**src/sv/ifr_pkg.sv**
```systemverilog
// ----------------------------------------------------------------------------
// ifr_pkg
// Shared types and constants for the image frame receiver: phase codes,
// register indexes and the word that passes from front end to back end.
// ----------------------------------------------------------------------------
`default_nettype none

package ifr_pkg;

    localparam int unsigned CFG_INDEX_W = 4;
    localparam int unsigned LEN_W       = 31;

    localparam logic [31:0] LOAD_BASE_RESET  = 32'h0008_0000;
    localparam logic [31:0] RETRY_ADDR_RESET = 32'h0006_0000;

    // Byte phase within a frame
    typedef enum logic [1:0] {
        PH_LENGTH   = 2'd0,
        PH_CHECKSUM = 2'd1,
        PH_PAYLOAD  = 2'd2
    } frame_phase_t;

    // Configuration register indexes
    typedef enum logic [CFG_INDEX_W-1:0] {
        REG_LOAD_BASE  = 4'd0,
        REG_RETRY_ADDR = 4'd1
    } cfg_reg_t;

    // Classified byte handed from front end to back end.
    // last: length phase -> length word complete; checksum phase -> empty frame
    // ends here; payload phase -> final payload byte.
    typedef struct packed {
        frame_phase_t     phase;
        logic             last;
        logic [LEN_W-1:0] index;
        logic [7:0]       data;
    } ifr_op_t;

endpackage : ifr_pkg

`default_nettype wire

```
**src/sv/ifr_front.sv**
```systemverilog
// ----------------------------------------------------------------------------
// ifr_front
// Front end: tracks the frame header and payload count and tags each
// received byte with its phase, payload index and end-of-section flag.
// ----------------------------------------------------------------------------
`default_nettype none

module ifr_front (
    input  wire logic            aclk,
    input  wire logic            aresetn,
    input  wire logic            byte_valid,
    input  wire logic [7:0]      byte_data,
    output ifr_pkg::ifr_op_t     op
);
    import ifr_pkg::*;

    frame_phase_t     phase_reg, phase_next;
    logic [1:0]       hcount_reg, hcount_next;
    logic [31:0]      shift_reg, shift_next;
    logic [LEN_W-1:0] length_reg, length_next;
    logic [LEN_W-1:0] index_reg, index_next;
    logic [LEN_W-1:0] index_inc;

    assign index_inc = index_reg + 1'b1;

    // Classify the current byte and work out the next header state
    always_comb begin
        phase_next  = phase_reg;
        hcount_next = hcount_reg;
        shift_next  = shift_reg;
        length_next = length_reg;
        index_next  = index_reg;
        op.phase    = PH_LENGTH;
        op.last     = 1'b0;
        op.index    = '0;
        op.data     = byte_data;
        unique case (phase_reg)
            PH_CHECKSUM: begin
                op.phase    = PH_CHECKSUM;
                hcount_next = hcount_reg + 1'b1;
                if (hcount_reg == 2'd3) begin
                    index_next = '0;
                    if (length_reg == '0) begin
                        op.last    = 1'b1;
                        phase_next = PH_LENGTH;
                    end else begin
                        phase_next = PH_PAYLOAD;
                    end
                end
            end
            PH_PAYLOAD: begin
                op.phase   = PH_PAYLOAD;
                op.index   = index_reg;
                index_next = index_inc;
                if (index_inc >= length_reg) begin
                    op.last     = 1'b1;
                    phase_next  = PH_LENGTH;
                    hcount_next = 2'd0;
                    shift_next  = '0;
                end
            end
            default: begin
                op.phase    = PH_LENGTH;
                phase_next  = PH_LENGTH;
                shift_next  = {shift_reg[23:0], byte_data};
                hcount_next = hcount_reg + 1'b1;
                if (hcount_reg == 2'd3) begin
                    op.last     = 1'b1;
                    length_next = shift_next[31] ? '0 : shift_next[LEN_W-1:0];
                    shift_next  = '0;
                    phase_next  = PH_CHECKSUM;
                end
            end
        endcase
    end

    // Header state registers
    always_ff @(posedge aclk) begin
        if (!aresetn) begin
            phase_reg  <= PH_LENGTH;
            hcount_reg <= '0;
            shift_reg  <= '0;
            length_reg <= '0;
            index_reg  <= '0;
        end else if (byte_valid) begin
            phase_reg  <= phase_next;
            hcount_reg <= hcount_next;
            shift_reg  <= shift_next;
            length_reg <= length_next;
            index_reg  <= index_next;
        end
    end

endmodule : ifr_front

`default_nettype wire

```
**src/sv/ifr_queue.sv**
```systemverilog
// ----------------------------------------------------------------------------
// ifr_queue
// Two-entry queue between front end and back end; push and pop may occur
// in the same cycle.
// ----------------------------------------------------------------------------
`default_nettype none

module ifr_queue (
    input  wire logic            aclk,
    input  wire logic            aresetn,
    input  wire logic            push,
    input  ifr_pkg::ifr_op_t     push_op,
    output logic                 not_full,
    input  wire logic            pop,
    output ifr_pkg::ifr_op_t     head_op,
    output logic                 not_empty
);
    import ifr_pkg::*;

    ifr_op_t     entry_reg [2];
    logic        wr_ptr_reg, rd_ptr_reg;
    logic [1:0]  count_reg, count_next;

    assign not_full  = (count_reg != 2'd2);
    assign not_empty = (count_reg != 2'd0);
    assign head_op   = entry_reg[rd_ptr_reg];

    // Occupancy
    always_comb begin
        count_next = count_reg;
        case ({push, pop})
            2'b10:   count_next = count_reg + 1'b1;
            2'b01:   count_next = count_reg - 1'b1;
            default: count_next = count_reg;
        endcase
    end

    always_ff @(posedge aclk) begin
        if (!aresetn) begin
            wr_ptr_reg <= 1'b0;
            rd_ptr_reg <= 1'b0;
            count_reg  <= '0;
        end else begin
            count_reg <= count_next;
            if (push) begin
                wr_ptr_reg <= ~wr_ptr_reg;
            end
            if (pop) begin
                rd_ptr_reg <= ~rd_ptr_reg;
            end
        end
    end

    // Entry storage
    always_ff @(posedge aclk) begin
        if (push) begin
            entry_reg[wr_ptr_reg] <= push_op;
        end
    end

endmodule : ifr_queue

`default_nettype wire

```
**src/sv/ifr_back.sv**
```systemverilog
// ----------------------------------------------------------------------------
// ifr_back
// Back end: keeps the running checksum, forms store addresses and the
// end-of-frame verdict, and holds each result word in an output register.
// ----------------------------------------------------------------------------
`default_nettype none

module ifr_back #(
    parameter int unsigned ADDR_WIDTH = 32
) (
    input  wire logic            aclk,
    input  wire logic            aresetn,
    input  ifr_pkg::ifr_op_t     op,
    input  wire logic            op_valid,
    output logic                 op_pop,
    input  wire logic [31:0]     load_base,
    input  wire logic [31:0]     retry_addr,
    output logic                 m_valid,
    input  wire logic            m_ready,
    output logic                 m_mem_write,
    output logic [31:0]          m_mem_addr,
    output logic [7:0]           m_mem_data,
    output logic [1:0]           m_frame_phase,
    output logic                 m_done_res,
    output logic                 m_checksum_ok,
    output logic [31:0]          m_jump_addr
);
    import ifr_pkg::*;

    localparam int unsigned ADDR_KEEP = (ADDR_WIDTH < 32) ? ADDR_WIDTH : 32;
    localparam logic [63:0] ADDR_MASK64 = (64'd1 << ADDR_KEEP) - 64'd1;
    localparam logic [31:0] ADDR_MASK   = ADDR_MASK64[31:0];

    logic [31:0] sum_reg, sum_next;
    logic        valid_reg;
    logic        write_reg, write_next;
    logic [31:0] addr_reg, addr_next;
    logic [7:0]  data_reg, data_next;
    logic [1:0]  phase_reg;
    logic        done_reg, done_next;
    logic        ok_reg, ok_next;
    logic [31:0] jump_reg, jump_next;

    assign op_pop = op_valid && (!valid_reg || m_ready);

    // Checksum update and result word
    always_comb begin
        sum_next   = sum_reg;
        write_next = 1'b0;
        addr_next  = '0;
        data_next  = '0;
        done_next  = 1'b0;
        unique case (op.phase)
            PH_CHECKSUM: begin
                sum_next  = {sum_reg[23:0], op.data};
                done_next = op.last;
            end
            PH_PAYLOAD: begin
                sum_next   = sum_reg - {24'd0, op.data};
                write_next = 1'b1;
                addr_next  = (load_base + {1'b0, op.index}) & ADDR_MASK;
                data_next  = op.data;
                done_next  = op.last;
            end
            default: begin
                if (op.last) begin
                    sum_next = '0;
                end
            end
        endcase
        ok_next   = done_next && (sum_next == '0);
        jump_next = '0;
        if (done_next) begin
            jump_next = ok_next ? load_base : retry_addr;
        end
    end

    // Running checksum and output valid
    always_ff @(posedge aclk) begin
        if (!aresetn) begin
            sum_reg   <= '0;
            valid_reg <= 1'b0;
        end else begin
            if (op_pop) begin
                sum_reg   <= sum_next;
                valid_reg <= 1'b1;
            end else if (m_ready) begin
                valid_reg <= 1'b0;
            end
        end
    end

    // Output word register
    always_ff @(posedge aclk) begin
        if (op_pop) begin
            write_reg <= write_next;
            addr_reg  <= addr_next;
            data_reg  <= data_next;
            phase_reg <= op.phase;
            done_reg  <= done_next;
            ok_reg    <= ok_next;
            jump_reg  <= jump_next;
        end
    end

    assign m_valid       = valid_reg;
    assign m_mem_write   = write_reg;
    assign m_mem_addr    = addr_reg;
    assign m_mem_data    = data_reg;
    assign m_frame_phase = phase_reg;
    assign m_done_res    = done_reg;
    assign m_checksum_ok = ok_reg;
    assign m_jump_addr   = jump_reg;

endmodule : ifr_back

`default_nettype wire

```
**src/sv/image_frame_receiver_top.sv**
```systemverilog
// ----------------------------------------------------------------------------
// image_frame_receiver_top
// Length-prefixed image frame receiver with additive 32-bit checksum.
// ----------------------------------------------------------------------------
// Takes one received byte per clock when m_ready is high and returns one
// result word per byte. A frame is a 4-byte big-endian length, a 4-byte
// big-endian checksum and that many payload bytes; each payload byte comes
// out as a store to load_base plus its index, and the last byte of the
// frame carries done, checksum_ok and the jump address. Sustained rate is
// one byte per cycle while m_ready is high: the front end classifies a byte
// against the header counters, a two-word queue holds it, and the back end
// updates the running sum (one 32-bit subtract and zero compare) into the
// output register. Configuration writes are always accepted and apply to
// bytes popped later; write them only while no frame bytes are in flight.
// ----------------------------------------------------------------------------
`default_nettype none

module image_frame_receiver_top #(
    parameter int unsigned ADDR_WIDTH = 32
) (
    input  wire logic                             aclk,
    input  wire logic                             aresetn,
    input  wire logic                             s_valid,
    output logic                                  s_ready,
    input  wire logic [7:0]                       s_rx_byte,
    output logic                                  m_valid,
    input  wire logic                             m_ready,
    output logic                                  m_mem_write,
    output logic [31:0]                           m_mem_addr,
    output logic [7:0]                            m_mem_data,
    output logic [1:0]                            m_frame_phase,
    output logic                                  m_done_res,
    output logic                                  m_checksum_ok,
    output logic [31:0]                           m_jump_addr,
    input  wire logic                             cfg_valid,
    output logic                                  cfg_ready,
    input  wire logic [ifr_pkg::CFG_INDEX_W-1:0]  cfg_index,
    input  wire logic [31:0]                      cfg_data
);
    import ifr_pkg::*;

    logic [31:0] load_base_reg, retry_addr_reg;
    ifr_op_t     front_op, head_op;
    logic        q_not_full, q_not_empty, q_pop, in_accept;

    assign cfg_ready     = 1'b1;
    assign s_ready       = q_not_full;
    assign in_accept     = s_valid && q_not_full;

    // Configuration registers
    always_ff @(posedge aclk) begin
        if (!aresetn) begin
            load_base_reg  <= LOAD_BASE_RESET;
            retry_addr_reg <= RETRY_ADDR_RESET;
        end else if (cfg_valid && cfg_ready) begin
            case (cfg_index)
                REG_LOAD_BASE:  load_base_reg  <= cfg_data;
                REG_RETRY_ADDR: retry_addr_reg <= cfg_data;
                default: begin
                    load_base_reg <= load_base_reg;
                end
            endcase
        end
    end

    ifr_front u_front (
        .aclk       (aclk),
        .aresetn    (aresetn),
        .byte_valid (in_accept),
        .byte_data  (s_rx_byte),
        .op         (front_op)
    );

    ifr_queue u_queue (
        .aclk      (aclk),
        .aresetn   (aresetn),
        .push      (in_accept),
        .push_op   (front_op),
        .not_full  (q_not_full),
        .pop       (q_pop),
        .head_op   (head_op),
        .not_empty (q_not_empty)
    );

    ifr_back #(
        .ADDR_WIDTH (ADDR_WIDTH)
    ) u_back (
        .aclk          (aclk),
        .aresetn       (aresetn),
        .op            (head_op),
        .op_valid      (q_not_empty),
        .op_pop        (q_pop),
        .load_base     (load_base_reg),
        .retry_addr    (retry_addr_reg),
        .m_valid       (m_valid),
        .m_ready       (m_ready),
        .m_mem_write   (m_mem_write),
        .m_mem_addr    (m_mem_addr),
        .m_mem_data    (m_mem_data),
        .m_frame_phase (m_frame_phase),
        .m_done_res    (m_done_res),
        .m_checksum_ok (m_checksum_ok),
        .m_jump_addr   (m_jump_addr)
    );

endmodule : image_frame_receiver_top

`default_nettype wire
```
**config.mk**
```make
export PLATFORM = sky130hd
export DESIGN_NAME = image_frame_receiver_top
export DESIGN_NICKNAME = d
export VERILOG_FILES = /design/src/sv/ifr_pkg.sv /design/src/sv/ifr_front.sv /design/src/sv/ifr_queue.sv /design/src/sv/ifr_back.sv /design/src/sv/image_frame_receiver_top.sv
export SDC_FILE = /design/constraint.sdc
export NUM_CORES = 1
export LEC_CHECK = 0
export BUFFER_PORTS_ARGS = -buffer_cell sky130_fd_sc_hd__buf_2
export CAP_MARGIN = 20
export CORE_ASPECT_RATIO = 0.5
export CORE_UTILIZATION = 55
export CTS_CLUSTER_DIAMETER = 50
export DETAILED_ROUTE_END_ITERATION = 16
export PLACE_DENSITY_LB_ADDON = 0.08
export SETUP_SLACK_MARGIN = 0.1
export SYNTH_ARGS = -nofsm -noshare
export SYNTH_HDL_FRONTEND = slang
export SYNTH_SLANG_ARGS = --single-unit
```
**constraint.sdc**
```tcl
create_clock -name aclk -period 4.6 [get_ports aclk]
set_input_delay 0.23 -clock aclk [delete_from_list [all_inputs] [get_ports aclk]]
set_output_delay 0.23 -clock aclk [all_outputs]
set_load 0.02 [all_outputs]
```
==> metrics.yaml, run 1 <==
synth:
  synth.largest_area_cell: "sky130_fd_sc_hd__edfxtp_1"
  synthTopCellsByArea: "sky130_fd_sc_hd__edfxtp_1, sky130_fd_sc_hd__dfxtp_1, sky130_fd_sc_hd__nand2_1, sky130_fd_sc_hd__ha_1, sky130_fd_sc_hd__a21boi_0"
  synth_compound_gate_area_share_pct: 14.3
  netlist_area_um2: 17900
  yosys.area_share.simple_pct: 19.5
  synth_warnings: 0
  synth_seq_cells: 353
  netlist_instances: 1846
  combinational_family_with_the_most_area_after_synthesis: "simple AND/OR/NAND/NOR gates"
  post_synth_mux_area_share_pct: 4.48
  synth_top_area_share_pct: 27.0
  post_synthesis_mean_instance_area_um2: 9.69
  synth_adder_area_share_pct: 5.82
  synthArstFlopShare_pct: 0
  seq_area_frac_synth_pct: 48.5
  synth_cell_type_count: 70
  synth_fp_nets: 1977
  synthFlopType: "sky130_fd_sc_hd__dfxtp_1"
  synth_xor_area_share_pct: 3.09
  number_of_enable_flip_flop_cells_after_synthesis: 161
worst_setup_path:
  endpoint_kind: "flop"
  cp_max_fo: 33
  worstSetupPathType: "flop to flop"
  regToRegSetupSlack_ps: 270
  cp-start-kind: "flop"
  critPathRequiredTime_ps: 4860
  cp_data_arrival_time_ps: 4590
grt:
  grt_util_all_layers_pct: 26.6
  grt_first_pass_wirelength_mm: 70.5
  globalRoute.totalOverflow: 0
  grt_pass1_vias: 13200
  grt_max_degree: 102
  grt_antenna_before_repair: 0
power_and_ir_drop:
  pwr_density_cell_nw_per_um2: 524
  static-leakage-power_uw: 0.00797
  vdd_drop_max_mv: 0.294
sta:
  slew_headroom_pct: 27.3
  post-route-min-period_ps: 4330
  setup_viol: 0
  finalCritPeriodShare_pct: 94.1
  grt_setup_unrepaired: "yes"
  clock.fmax_mhz: 231
  finalSetupTns_ps: 0
  endpoints_failing_hold: 0
  worst_clock_skew_ps: 27.9
  layout_setup_ws_ps: 270
  final-max-slew-violation-count: 0
  worstMarginPinSlew_ps: 1090
route:
  detailroute.via_count: 13900
  postRouteAntennaNets: 0
  via_density_per_instance: 5.72
  drt-initial-drc-count: 1087
  finalWirelength_mm: 45.1
  first_pass_iters: 6
  route.detailed.drc: 0
  drt-wirelength-per-cell_um: 18.5
layout:
  drive_above_1_share_pct: 14.3
  insertedDiodeCount: 0
  mostFrequentLayoutCell: "sky130_fd_sc_hd__nand2_1"
  number_of_flip_flops_under_the_largest_register_name: 84
  fillers: 2588
  area_growth_pct: 15.1
  post-route-cell-area_um2: 20600
  layout_common_cells: "sky130_fd_sc_hd__nand2_1, sky130_fd_sc_hd__dfxtp_1, sky130_fd_sc_hd__edfxtp_1"
  nNetsFinal: 2111
clock_network:
  clock_tree.root_cell: "sky130_fd_sc_hd__clkbuf_16"
  cts_made_buffers: 34
  cts_sinks: 353
  clock_latency_on_the_worst_skew_pair_ps: 540
  clock_tree_from_tritoncts: "built"
  htree_levels: 2
  clk_pin_slew_ps: 70
  cts-root-to-sink-buffers: 3
floorplanning:
  initial_cell_density_of_the_core_pct: 56.2
  die_height_um: 130
  design.portCount: 129
  design.die.area_um2: 33300
  core_area_um2: 31800
  fp-row-count: 46
  die-width_um: 257
placement:
  dp_slack_ps: 16.2
  dpl_cell_area_um2: 18900
  buffer_ports.inserted: 127
  detailed_place_hpwl_mm: 30.5
  gp_weighted_congestion: 0.923
hold_path:
  hold_path.class: "primary input to flop"
run_status:
  status: "finished, final reports clean"
run:
  max-cap-violations: 0
[what timing repair did]
action | 4_1_cts | 5_1_grt
hold buffers | 40 | 0
gates cloned | 0 | 0
endpoints found under the setup margin | 57 | 64
pin swaps | 1 | 4
endpoints found under the hold margin | 83 | 0
resized for setup | 4 | 22
setup buffers | 0 | 2
[per-layer routing]
| layer | share of wire, % | track usage [%] |
|---|---|---|
| met5 | 0 | 0 |
| met4 | 1.6 | 6.13 |
| met3 | 5.0 | 3.68 |
| met2 | 46 | 44.3 |
| met1 | 47 | 37.0 |
[through the flow]
stage,util [%],total power [uW],hold slack (ps),instances
final,64.7,10800,123,2437
after floorplan,-,6840,329,1846
after global routing,64.7,11300,109,2437
after global placement,59.5,7890,443,2332
after detailed placement,59.5,7940,446,2332
after CTS,64.2,10700,105,2433
[worst paths after layout]
kind	cells past startpoint	to	from
hold / removal	3	u_back.m_valid$_SDFFE_PN0P_	m_ready
setup / recovery	13	u_back.m_jump_addr[24]$_SDFFCE_PN0P_	flop
setup reg to reg	13	u_back.m_jump_addr[24]$_SDFFCE_PN0P_	flop
hold reg to reg	1	u_front.hcount_reg[0]$_SDFFE_PN0P_	u_front.hcount_reg[0]$_SDFFE_PN0P_
[cells by family (layout without fill, tap and decap cells)]
group / count (synthesis) / in the layout
AOI/OAI and AO/OA: 373 / 373
xor gates and xnor gates: 63 / 63
adders and majority gates: 82 / 82
buffers and inverters: 194 / 353
DFF: 353 / 353
muxes: 76 / 76
other: 1 / 1
and+or+nand+nor: 704 / 704
[power by group]
group | leakage (uW) | switching (uW) | internal (uW) | total, uW
logic | 0.00432 | 2340 | 1330 | 3670
registers | 0.00312 | 387 | 3970 | 4360
clock network | 0.000522 | 1230 | 1530 | 2760
[critical path, cell delays in order (launching register included)]
cell	delay [ps]
sky130_fd_sc_hd__dfxtp_2	400
sky130_fd_sc_hd__mux2i_1	140
sky130_fd_sc_hd__ha_1	260
sky130_fd_sc_hd__or3_1	390
sky130_fd_sc_hd__or3_1	460
sky130_fd_sc_hd__or3_4	450
sky130_fd_sc_hd__nor3_1	230
sky130_fd_sc_hd__o21ai_1	80
sky130_fd_sc_hd__a221o_1	320
sky130_fd_sc_hd__a2111o_1	380
sky130_fd_sc_hd__nor4_2	310
sky130_fd_sc_hd__nand4_2	170
sky130_fd_sc_hd__buf_12	220
sky130_fd_sc_hd__mux2i_1	180
[cells in the mapped netlist (33+ instances only)]
cell,count
sky130_fd_sc_hd__nor3b_1,43
sky130_fd_sc_hd__edfxtp_1,161
sky130_fd_sc_hd__nor2_1,105
sky130_fd_sc_hd__ha_1,80
sky130_fd_sc_hd__clkbuf_1,92
sky130_fd_sc_hd__mux2_2,33
sky130_fd_sc_hd__xnor2_1,42
sky130_fd_sc_hd__a21oi_1,92
sky130_fd_sc_hd__o21ai_0,60
sky130_fd_sc_hd__nand2_1,267
sky130_fd_sc_hd__nor3_1,37
sky130_fd_sc_hd__nor2b_1,70
sky130_fd_sc_hd__dfxtp_1,192
sky130_fd_sc_hd__and2_1,45
sky130_fd_sc_hd__inv_1,84
sky130_fd_sc_hd__a21boi_0,68
sky130_fd_sc_hd__mux2i_1,43
[final cells by class]
| class | instances | area [um^2] | share of cell area [%] |
|---|---|---|---|
| clock inverter | 13 | 96.3 | 0.468 |
| timing repair buffer | 205 | 1380 | 6.69 |
| clock buffer | 48 | 966 | 4.69 |
| multi-input combinational | 1299 | 8590 | 41.7 |
| tap | 432 | 541 | 2.63 |
| sequential | 353 | 8680 | 42.2 |
| inverter | 87 | 333 | 1.62 |
Note: power is estimated with default switching activity, not from simulation.
==> run 2: changes to the inputs <==
- GPL_TIMING_DRIVEN: unset -> 0
==> metrics.yaml, run 2 (synthesis results as in run 1) <==
sta:
  final-max-slew-violation-count: 0  # unchanged
  finalCritPeriodShare_pct: 98.9  # +4.8 points
  worst_clock_skew_ps: 20.2  # -7.73 ps
  post-route-min-period_ps: 4550  # +219 ps
  slew_headroom_pct: 31.0  # +3.7 points
  grt_setup_unrepaired: "yes"
  setup_viol: 0  # unchanged
  worstMarginPinSlew_ps: 1030  # -64.2 ps
  clock.fmax_mhz: 220  # -4.8%
  finalSetupTns_ps: 0  # unchanged
  endpoints_failing_hold: 0  # unchanged
  layout_setup_ws_ps: 51.4  # -219 ps
power_and_ir_drop:
  netSwitchingFraction_pct: 35.9  # -0.79 points
  p_int_uw: 7380  # +7.9%
  clock_power_share_pct: 27.1  # +1.5 points
  power.net_switching_uw: 4120  # +4.3%
  power_after_layout_uw: 11500  # +6.6%
  power.share.sequential_pct: 37.4  # -3.0 points
  pwr_density_cell_nw_per_um2: 529  # +1.0%
  static-leakage-power_uw: 0.00842  # +5.7%
  logic_gate_share_of_total_power_pct: 35.5  # +1.5 points
  vdd_drop_max_mv: 0.590  # +100%
route:
  finalWirelength_mm: 46.4  # +3.0%
  postRouteAntennaNets: 0  # unchanged
  via_density_per_instance: 5.61  # -2.0%
  drt-initial-drc-count: 1075  # -1.1%
  first_pass_iters: 7  # +1
  detailroute.via_count: 14300  # +2.6%
  route.detailed.drc: 0  # unchanged
  drt-wirelength-per-cell_um: 18.2  # -1.7%
worst_setup_path:
  cp_max_fo: 7  # -79%
  critPathRequiredTime_ps: 4890  # +30 ps
  worstSetupPathType: "flop to flop"
  endpoint_kind: "flop"
  cp-start-kind: "flop"
  cp_data_arrival_time_ps: 4840  # +250 ps
floorplanning:
  fp-row-count: 46  # unchanged
  die-width_um: 257  # unchanged
  design.portCount: 129  # unchanged
  die_height_um: 130  # unchanged
  design.die.area_um2: 33300  # unchanged
  initial_cell_density_of_the_core_pct: 56.2  # unchanged
  core_area_um2: 31800  # unchanged
layout:
  insertedDiodeCount: 0  # unchanged
  post-route-cell-area_um2: 21700  # +5.5%
  drive_above_1_share_pct: 16.7  # +2.4 points
  nNetsFinal: 2224  # +5.4%
  area_growth_pct: 21.4
  layout_common_cells: "sky130_fd_sc_hd__nand2_1, sky130_fd_sc_hd__dfxtp_1, sky130_fd_sc_hd__edfxtp_1"
  fillers: 2488  # -3.9%
  number_of_flip_flops_under_the_largest_register_name: 84  # unchanged
  mostFrequentLayoutCell: "sky130_fd_sc_hd__nand2_1"
clock_network:
  clock_tree.root_cell: "sky130_fd_sc_hd__clkbuf_16"
  htree_levels: 2  # unchanged
  clock_latency_on_the_worst_skew_pair_ps: 540  # about the same
  cts_made_buffers: 35  # +2.9%
  cts-root-to-sink-buffers: 3  # unchanged
  clk_pin_slew_ps: 60  # about the same
  clock_tree_from_tritoncts: "built"
  cts_sinks: 353  # unchanged
placement:
  dpl_cell_area_um2: 19200  # +1.2%
  detailed_place_hpwl_mm: 32.6  # +6.6%
  gp_weighted_congestion: 0.943  # +2.1%
  dp_slack_ps: -1790  # -1800 ps
  buffer_ports.inserted: 126  # -0.79%
grt:
  grt_max_degree: 71  # -30%
  grt_antenna_before_repair: 2  # +2
  grt_pass1_vias: 13300  # +1.2%
  grt_first_pass_wirelength_mm: 72.3  # +2.5%
  grt_util_all_layers_pct: 27.6  # +1.0 points
  globalRoute.totalOverflow: 0  # unchanged
hold_path:
  hold_path.class: "primary input to flop"
  min-delay-start: "m_ready"
run_status:
  status: "finished, final reports clean"
run:
  max-cap-violations: 0  # unchanged
[run 2: changes by cell type in the layout (fill, tap and decap cells not counted), sizes merged]
| cell | change |
|---|---|
| clkbuf | +83 |
| buf | +26 |
| bufinv | +4 |
| clkinv | +1 |
| clkinvlp | +1 |
[run 2: area by class of cell]
class                   instances  area (um^2)  area share [%]
inverters                      87          328            1.51
clock buffers                  45         1000            4.60
multi-input cells            1299         8790            40.5
clock inverters                19          254            1.17
well taps                     432          541            2.49
plain buffers                 105          566            2.60
flip-flops and latches        353         8690            40.0
repair buffers                212         1550            7.13
[run 2: critical path, stage by stage (launching register included)]
cell and delay (ps):
sky130_fd_sc_hd__dfxtp_2 320, sky130_fd_sc_hd__buf_8 130, sky130_fd_sc_hd__clkbuf_16 170, sky130_fd_sc_hd__mux2i_4 220, sky130_fd_sc_hd__ha_4 170, sky130_fd_sc_hd__or3_4 330
sky130_fd_sc_hd__or3_4 340, sky130_fd_sc_hd__buf_6 130, sky130_fd_sc_hd__or3_1 350, sky130_fd_sc_hd__clkbuf_8 160, sky130_fd_sc_hd__or3_1 300, sky130_fd_sc_hd__a21o_1 170
sky130_fd_sc_hd__a221oi_2 290, sky130_fd_sc_hd__nand4_1 210, sky130_fd_sc_hd__nor4_4 340, sky130_fd_sc_hd__nand4_4 140, sky130_fd_sc_hd__buf_12 210, sky130_fd_sc_hd__buf_8 150
sky130_fd_sc_hd__mux2i_2 140
[run 2: power by group through the flow]
stage	combinational, uW	sequential (uW)	clock, uW
3_3_place_gp	3440	4360	0
4_1_cts	3940	4280	3150
6_report	4080	4300	3120
5_1_grt	4400	4350	3300
2_1_floorplan	2140	4700	0
3_5_place_dp	3590	4340	0
[run 2: what timing repair did]
action	CTS	global route
endpoints found under the setup margin	102	68
gates cloned	5	0
hold endpoints to repair	82	0
setup buffers	33	4
hold buffers	40	0
gates resized for setup	85	48
pin swaps	27	26
[run 2: through the flow]
stage          hold WS, ps  utilization (%)  cells
6_report              95.1             68.2   2552
5_1_grt               92.0             68.2   2552
4_1_cts               78.1             67.7   2549
3_5_place_dp           452             60.3   2408
3_3_place_gp           451             60.0   2404
2_1_floorplan          329                -   1846
[run 2: path summary, 6_finish.rpt]
kind,end,slack (ps),cells after the start
worst min register to register,retry_addr_reg[6]$_SDFFE_PN0P_,460,2
worst min-delay path,u_back.m_valid$_SDFFE_PN0P_,100,3
worst max register to register,u_back.m_jump_addr[18]$_SDFFCE_PN0P_,50,18
worst max-delay path,u_back.m_jump_addr[18]$_SDFFCE_PN0P_,50,18
[run 2: layer usage]
metal	track usage, %	up-vias	part of all wire, %
met2	43.5	472	44
met3	4.44	89	6.6
met4	7.91	0	2.6
met5	0	-	0
met1	39.4	6707	47
li1	-	7037	-
